`src/rtl/core/rotenc_pkg.sv`:
```
// Shared types and codes for the detented rotary encoder decoder.
// Request and result item structs, command codes, pin patterns and event codes.
// No dependencies.
package rotenc_pkg;

	// command codes
	localparam logic [1:0] CMD_CLK_EDGE  = 2'd0;
	localparam logic [1:0] CMD_DATA_EDGE = 2'd1;
	localparam logic [1:0] CMD_SWITCH    = 2'd2;
	localparam logic [1:0] CMD_SCAN      = 2'd3;

	// sampled pin patterns: bit0 clock pin, bit1 data pin
	localparam logic [1:0] PINS_CLK_ONLY  = 2'b01;
	localparam logic [1:0] PINS_DATA_ONLY = 2'b10;
	localparam logic [1:0] PINS_BOTH      = 2'b11;

	// event codes
	localparam logic [1:0] EV_NONE  = 2'd0;
	localparam logic [1:0] EV_INC   = 2'd1;
	localparam logic [1:0] EV_DEC   = 2'd2;
	localparam logic [1:0] EV_PRESS = 2'd3;

	localparam int unsigned DEBOUNCE_W = 16;
	localparam int unsigned POS_W      = 16;
	localparam int unsigned TIME_W     = 32;

	localparam logic [DEBOUNCE_W-1:0] DEBOUNCE_RESET = 16'd50;

	typedef struct packed {
		logic [1:0]        cmd;
		logic [1:0]        pin_levels;
		logic              button_level;
		logic [TIME_W-1:0] now_ms;
	} req_item_t;

	typedef struct packed {
		logic [1:0]              event_res;
		logic signed [POS_W-1:0] position;
	} rsp_item_t;

endpackage

```
`src/rtl/core/rotary_encoder_detent_decoder_core.sv`:
```
// Detented rotary encoder decoder with push switch: top level.
// Request register, decoder state (rotenc_detent) and result register.
// Depends on rotenc_pkg and rotenc_detent.
//
// Usage:
//   Requests arrive on req_valid/req_ready/req_item; each carries a command
//   (clock-line edge, data-line edge, switch changed, scan) with pin levels,
//   button level and millisecond time. Every request yields exactly one result
//   on rsp_valid/rsp_ready/rsp_item: an event code (nonzero only for scans)
//   and the position count after the request.
//   A request is accepted into the request register and moves on to the
//   result register when that register is free or being emptied.
//   Throughput: one request per cycle while results are taken; the state update
//   for a request is a single 16-bit step and one 32-bit subtract and compare,
//   done in the cycle the request leaves the request register.
//   The debounce window is written through cfg_we/cfg_wdata; the user must
//   write it only while idle, which the block does not enforce. Reset: all
//   decoder state clears to zero, debounce window to 50 ms, both channels go empty.
//   Stall: a held result keeps its register; one more request waits in the
//   request register, after which req_ready drops until rsp_ready returns.
module rotary_encoder_detent_decoder_core (
	input  logic                              clk,
	input  logic                              arst_n,
	input  logic                              req_valid,
	output logic                              req_ready,
	input  rotenc_pkg::req_item_t             req_item,
	output logic                              rsp_valid,
	input  logic                              rsp_ready,
	output rotenc_pkg::rsp_item_t             rsp_item,
	input  logic                              cfg_we,
	input  logic [rotenc_pkg::DEBOUNCE_W-1:0] cfg_wdata
);

	logic                              vld_s1;
	rotenc_pkg::req_item_t             req_s1;
	logic                              rsp_vld_q;
	rotenc_pkg::rsp_item_t             rsp_q;
	rotenc_pkg::rsp_item_t             result;
	logic [rotenc_pkg::DEBOUNCE_W-1:0] debounce_q;
	logic                              adv;
	logic                              fire;

	// result register free or being emptied this cycle
	assign adv       = !rsp_vld_q || rsp_ready;
	assign fire      = vld_s1 && adv;
	assign req_ready = !vld_s1 || adv;

	always_ff @(posedge clk or negedge arst_n) begin
		if (!arst_n) begin
			debounce_q <= rotenc_pkg::DEBOUNCE_RESET;
		end else if (cfg_we) begin
			debounce_q <= cfg_wdata;
		end
	end

	always_ff @(posedge clk or negedge arst_n) begin
		if (!arst_n) begin
			vld_s1 <= 1'b0;
		end else if (req_ready) begin
			vld_s1 <= req_valid;
		end
	end

	always_ff @(posedge clk) begin
		if (req_ready && req_valid) begin
			req_s1 <= req_item;
		end
	end

	rotenc_detent u_detent (
		.clk      (clk),
		.arst_n   (arst_n),
		.fire     (fire),
		.item     (req_s1),
		.debounce (debounce_q),
		.result   (result)
	);

	always_ff @(posedge clk or negedge arst_n) begin
		if (!arst_n) begin
			rsp_vld_q <= 1'b0;
		end else if (adv) begin
			rsp_vld_q <= vld_s1;
		end
	end

	always_ff @(posedge clk) begin
		if (fire) begin
			rsp_q <= result;
		end
	end

	assign rsp_valid = rsp_vld_q;
	assign rsp_item  = rsp_q;

`ifndef NO_ASSERTIONS
	// only a scan may report an event
	a_event_scan_only: assert property (@(posedge clk) disable iff (!arst_n)
		(vld_s1 && req_s1.cmd != rotenc_pkg::CMD_SCAN) |->
			result.event_res == rotenc_pkg::EV_NONE)
		else $error("event reported for a non-scan request");

	// a request leaving the request register shows up as a result next cycle
	a_fire_to_rsp: assert property (@(posedge clk) disable iff (!arst_n)
		fire |=> rsp_valid)
		else $error("result lost after request register");

	// an accepted request always lands in the request register
	a_accept_to_s1: assert property (@(posedge clk) disable iff (!arst_n)
		(req_valid && req_ready) |=> vld_s1)
		else $error("accepted request dropped");
`endif

endmodule

```
`src/rtl/core/rotenc_detent.sv`:
```
// Decoder state and per-request update logic: position counter, detent expect flags,
// last-seen position, press timestamp and pending switch flag.
// Depends on rotenc_pkg.
module rotenc_detent (
	input  logic                                   clk,
	input  logic                                   arst_n,
	input  logic                                   fire,
	input  rotenc_pkg::req_item_t                  item,
	input  logic [rotenc_pkg::DEBOUNCE_W-1:0]      debounce,
	output rotenc_pkg::rsp_item_t                  result
);

	logic [rotenc_pkg::POS_W-1:0]  pos_q, pos_d;
	logic [rotenc_pkg::POS_W-1:0]  last_pos_q, last_pos_d;
	logic [rotenc_pkg::TIME_W-1:0] press_time_q, press_time_d;
	logic [rotenc_pkg::TIME_W-1:0] elapsed;
	logic                          exp_clk_q, exp_clk_d;
	logic                          exp_data_q, exp_data_d;
	logic                          sw_pend_q, sw_pend_d;
	logic [1:0]                    ev;

	assign elapsed = item.now_ms - press_time_q;

	always_comb begin
		pos_d        = pos_q;
		last_pos_d   = last_pos_q;
		press_time_d = press_time_q;
		exp_clk_d    = exp_clk_q;
		exp_data_d   = exp_data_q;
		sw_pend_d    = sw_pend_q;
		ev           = rotenc_pkg::EV_NONE;
		unique case (item.cmd)
			rotenc_pkg::CMD_CLK_EDGE: begin
				if (item.pin_levels == rotenc_pkg::PINS_BOTH && exp_clk_q) begin
					pos_d      = pos_q - 1'b1;
					exp_clk_d  = 1'b0;
					exp_data_d = 1'b0;
				end else if (item.pin_levels == rotenc_pkg::PINS_CLK_ONLY) begin
					exp_data_d = 1'b1;
				end
			end
			rotenc_pkg::CMD_DATA_EDGE: begin
				if (item.pin_levels == rotenc_pkg::PINS_BOTH && exp_data_q) begin
					pos_d      = pos_q + 1'b1;
					exp_clk_d  = 1'b0;
					exp_data_d = 1'b0;
				end else if (item.pin_levels == rotenc_pkg::PINS_DATA_ONLY) begin
					exp_clk_d = 1'b1;
				end
			end
			rotenc_pkg::CMD_SWITCH: begin
				sw_pend_d = 1'b1;
			end
			rotenc_pkg::CMD_SCAN: begin
				// signed compare: a step across the wrap reads as the other direction
				if (pos_q != last_pos_q) begin
					ev = ($signed(last_pos_q) < $signed(pos_q)) ?
						rotenc_pkg::EV_INC : rotenc_pkg::EV_DEC;
				end
				last_pos_d = pos_q;
				if (!item.button_level) begin
					if (elapsed > {{(rotenc_pkg::TIME_W-rotenc_pkg::DEBOUNCE_W){1'b0}},
						debounce} && sw_pend_q) begin
						ev        = rotenc_pkg::EV_PRESS;
						sw_pend_d = 1'b0;
					end
					// every low scan restarts the debounce window
					press_time_d = item.now_ms;
				end
			end
			default: ;
		endcase
	end

	always_ff @(posedge clk or negedge arst_n) begin
		if (!arst_n) begin
			pos_q        <= '0;
			last_pos_q   <= '0;
			press_time_q <= '0;
			exp_clk_q    <= 1'b0;
			exp_data_q   <= 1'b0;
			sw_pend_q    <= 1'b0;
		end else if (fire) begin
			pos_q        <= pos_d;
			last_pos_q   <= last_pos_d;
			press_time_q <= press_time_d;
			exp_clk_q    <= exp_clk_d;
			exp_data_q   <= exp_data_d;
			sw_pend_q    <= sw_pend_d;
		end
	end

	assign result.event_res = ev;
	assign result.position  = $signed(pos_d);

endmodule

```
`config.mk`:
```
export PLATFORM = sky130hd
export DESIGN_NAME = rotary_encoder_detent_decoder_core
export DESIGN_NICKNAME = d
export VERILOG_FILES = /design/src/rtl/core/rotenc_pkg.sv /design/src/rtl/core/rotary_encoder_detent_decoder_core.sv /design/src/rtl/core/rotenc_detent.sv
export SDC_FILE = /design/constraint.sdc
export NUM_CORES = 1
export LEC_CHECK = 0
export BUFFER_PORTS_ARGS = -buffer_cell sky130_fd_sc_hd__buf_2
export CAP_MARGIN = 20
export CORE_ASPECT_RATIO = 0.75
export CORE_MARGIN = 2
export CORE_UTILIZATION = 45
export DETAILED_ROUTE_END_ITERATION = 10
export GPL_ROUTABILITY_DRIVEN = 0
export SLEW_MARGIN = 20
export SYNTH_ARGS = -nofsm -noshare
export SYNTH_HDL_FRONTEND = slang
export SYNTH_HIERARCHICAL = 1
export SYNTH_SLANG_ARGS = --single-unit
```
`constraint.sdc`:
```
create_clock -name clk -period 7.32 [get_ports clk]
set_input_delay 1.464 -clock clk [delete_from_list [all_inputs] [get_ports clk]]
set_output_delay 1.464 -clock clk [all_outputs]
set_load 0.02 [all_outputs]
```
==> impl_metrics.env <==
export IMPL_grt_use_total_pct=20.7
export IMPL_overflow=0
export IMPL_worstPathRequired_ns=7.48
export IMPL_synth_top_area_cell="dfrtp_1"
export IMPL_slew_headroom_pct=31.9
export IMPL_seq_area_frac_synth_pct=43.3
export IMPL_grt_pass1_vias=6174
export IMPL_grt_pass1_wl_um=33100
export IMPL_synth_cells=872
export IMPL_detail_route_iter0_violations=656
export IMPL_routed_wl_um=20600
export IMPL_max_freq_mhz=205
export IMPL_final_nets=1060
export IMPL_drive_gt1_share_pct=18.0
export IMPL_cp_end_kind="flip-flop"
export IMPL_synth_ff_type="dfrtp_1"
export IMPL_numPortBuffers=77
export IMPL_syn_nets=996
export IMPL_drv_slew=0
export IMPL_critPathLaunchType="flip-flop"
export IMPL_cts_root_buf="clkbuf_16"
export IMPL_finalWorstSetupSlack_ns=2.44
export IMPL_grt_max_degree=78
export IMPL_path_max_fanout=5
export IMPL_synth_edf_count=55
export IMPL_worst_path_most_repeated_cell="a21oi_1"
export IMPL_diodes=0
export IMPL_via_per_inst=5.65
export IMPL_arrival_ns=5.04
export IMPL_slowest_stage="edfxtp_1"
export IMPL_yosysTopAreaCellShare_pct=23.5
export IMPL_path_clk_slew_ns=0.06
export IMPL_drc_errors=0
export IMPL_cts_setup_buffers=0
export IMPL_yosys_top_cells_area="dfrtp_1 (23%), edfxtp_1 (19%), ha_1 (9.3%)"
export IMPL_via_count=6795
export IMPL_holdBufCountCts=0
export IMPL_wl_per_cell_um=17.2
export IMPL_fp_dieW_um=165
export IMPL_synthesis_area_mm2=0.00873
export IMPL_insertion_delay_ns=0.42
export IMPL_dp_hpwl_um=15000
export IMPL_setup_tns_ns=0
export IMPL_syn_avg_cell_area_um2=10.0
export IMPL_cts_resized=0
export IMPL_pre_cts_slack_ns=2.51
export IMPL_dieArea_mm2=0.0206
export IMPL_total_leakage_power_uw=0.00424
export IMPL_firstDrtPassIters=5
export IMPL_rows=44
export IMPL_period_needed_ns=4.88
export IMPL_cts_tree="done"
export IMPL_worstPathCellList="ha_1 -> a21o_1 -> a31oi_1 -> a21oi_1 -> o21ai_0 -> nand2b_1 -> a21oi_1 -> o21ai_0 -> a21oi_1 -> xnor2_1 -> ha_1 -> a21oi_1 -> o21ai_0 -> a211o_1 -> a211o_1 -> a2111o_1 -> a2111o_1 -> nor4b_4 -> o211ai_1"
export IMPL_final_util_pct=51.2
export IMPL_start_util_pct=45.5
export IMPL_path_class="reg -> reg"
export IMPL_clk_path_buf_depth=2
export IMPL_tightestPinTransition_ns=1.02
export IMPL_powerDensity_mw_per_mm2=328
export IMPL_async_reset_ff_share_pct=60.7
export IMPL_place_inst=1170
export IMPL_setup_violations_final=0
export IMPL_slowest_delay_ns=0.41
export IMPL_peakVddDrop_mv=0.152
export IMPL_hold_violations=0
export IMPL_fin_crit_sh_pct=66.6
export IMPL_antenna_found_initial=0
export IMPL_status="complete, no violations"
export IMPL_stdcell_count=1202
export IMPL_ys_ff_latch=140
export IMPL_synth_warnings=6
export IMPL_syn_to_final_growth_pct=12.7
export IMPL_ant_nets=0
export IMPL_ios=78
export IMPL_hp_class="reg -> reg"
export IMPL_fp_dieH_um=125
export IMPL_core_area_mm2=0.0192
export IMPL_cts_htree_levels=4
export IMPL_cap_violations=0
export IMPL_rsz0062_at_grt="false"
export IMPL_cts_inserted_buffers=17
export IMPL_clock_sinks=140
export IMPL_ys_types=76
export IMPL_clock_skew_ns=0.0118
-- cells in the mapped netlist (16+ instances only) --
cell type and n:
nor3_1 16, inv_1 66, ha_1 65, dfrtp_1 82, buf_2 16, xnor2_1 35, edfxtp_1 55, nand3_1 25
nand4_1 20, nand2_1 90, a21oi_1 51, nor2_1 37, o21ai_0 51, mux2_2 38
-- sequential cells by signal (all words and copies together), names as in the netlist --
| register | count |
|---|---|
| u_detent/sw_pend_q | 1 |
| debounce_q | 16 |
| u_detent/pos_q | 16 |
| req_s1 | 37 |
| u_detent/exp_clk_q | 1 |
| u_detent/last_pos_q | 16 |
| u_detent/exp_data_q | 1 |
| rsp_valid | 1 |
| u_detent/press_time_q | 32 |
| rsp_item | 18 |
| vld_s1 | 1 |
-- worst max-delay path, delay by kind of cell (launching register included) --
| family | cells | cell delay (ns) |
|---|---|---|
| flip-flops | 1 | 0.41 |
| XOR/XNOR | 1 | 0.14 |
| AO/OA/AOI/OAI | 14 | 3.04 |
| adder cells (fa/ha/maj) | 2 | 0.66 |
| AND/OR/NAND/NOR | 2 | 0.37 |
-- final cells by class --
class | instances | area, um^2
Clock inverter | 15 | 128
Multi-Input combinational cell | 630 | 4530
Inverter | 68 | 255
Tap cell | 253 | 317
Fill cell | 1822 | 9370
Sequential cell | 140 | 3780
Clock buffer | 17 | 425
Timing Repair Buffer | 79 | 407
-- path summary, 6_finish.rpt --
check / from / end / slack [ns] / depth (start not counted)
worst max-delay path: req_s1[4]$_DFFE_PP_ / rsp_item[17]$_DFFE_PP_ / 2.44 / 19
worst min-delay path: u_detent/pos_q[6]$_DFFE_PN0P_ / u_detent/pos_q[6]$_DFFE_PN0P_ / 0.47 / 1
worst max register to register: req_s1[4]$_DFFE_PP_ / rsp_item[17]$_DFFE_PP_ / 2.44 / 19
worst min register to register: u_detent/pos_q[6]$_DFFE_PN0P_ / u_detent/pos_q[6]$_DFFE_PN0P_ / 0.47 / 1
max in group asynchronous: arst_n / u_detent/press_time_q[19]$_DFFE_PN0P_ / 5.52 / 2
min in group asynchronous: arst_n / u_detent/pos_q[10]$_DFFE_PN0P_ / 0.86 / 1
-- cells in the final DEF, fill, tap and decap left out, drive strengths merged, types with 4 or more instances in the layout --
master  netlist  layout
xnor2        35      35
a22oi         4       4
o21a         13      13
buf          19      79
nor2         37      37
inv          67      76
a211o         4       4
nand3        25      25
clkinv        1       4
edfxtp       55      55
and2          8       8
mux2         48      48
xor2         10      10
or3           9       9
nand2b       12      12
nand2        90      90
nand4        21      21
nor3         16      16
o21ai        56      56
a21oi        51      51
o211ai       12      12
nor2b        10      10
ha           65      65
and4          8       8
a21o          9       9
a211oi        8       8
clkbuf       15      17
dfrtp        82      82
and3         15      15
a31oi         7       7
-- per-layer routing --
metal | wire, um | track usage [%] | up-vias
met4 | 163 | 5.22 | 0
met5 | 0 | 0 | -
met1 | 11000 | 34.4 | 3237
met2 | 7860 | 26.5 | 243
li1 | - | - | 3304
met3 | 1640 | 4.50 | 11
-- through the flow --
step	instance area [um^2]	hold slack, ns	total power [uW]
floorplan	8730	0.445	2060
global placement	9280	0.458	2390
detailed placement	9280	0.465	2390
CTS	9830	0.479	3230
global route	9840	0.487	3460
finish	9840	0.474	3220
-- power by group --
group | internal [uW] | total, uW | switching [uW] | leakage [uW]
Sequential | 973 | 1070 | 97.9 | 0.00156
Clock | 445 | 808 | 364 | 0.000264
Combinational | 539 | 1340 | 806 | 0.00242
Total | 1960 | 3220 | 1270 | 0.00424
-- cells by family (layout without fill, tap and decap cells) --
logic type                 count (synthesis)  count (layout)  synth area share (%)
AOI/OAI and AO/OA                        199             199                  14.8
xor gates and xnor gates                  45              45                  4.51
adders and majority gates                 66              66                  9.54
buffers and inverters                    102             179                  4.93
DFF                                      140             140                  43.3
muxes                                     50              50                  6.85
and+or+nand+nor                          270             270                  16.1
Power figures use the tool's default switching activity.
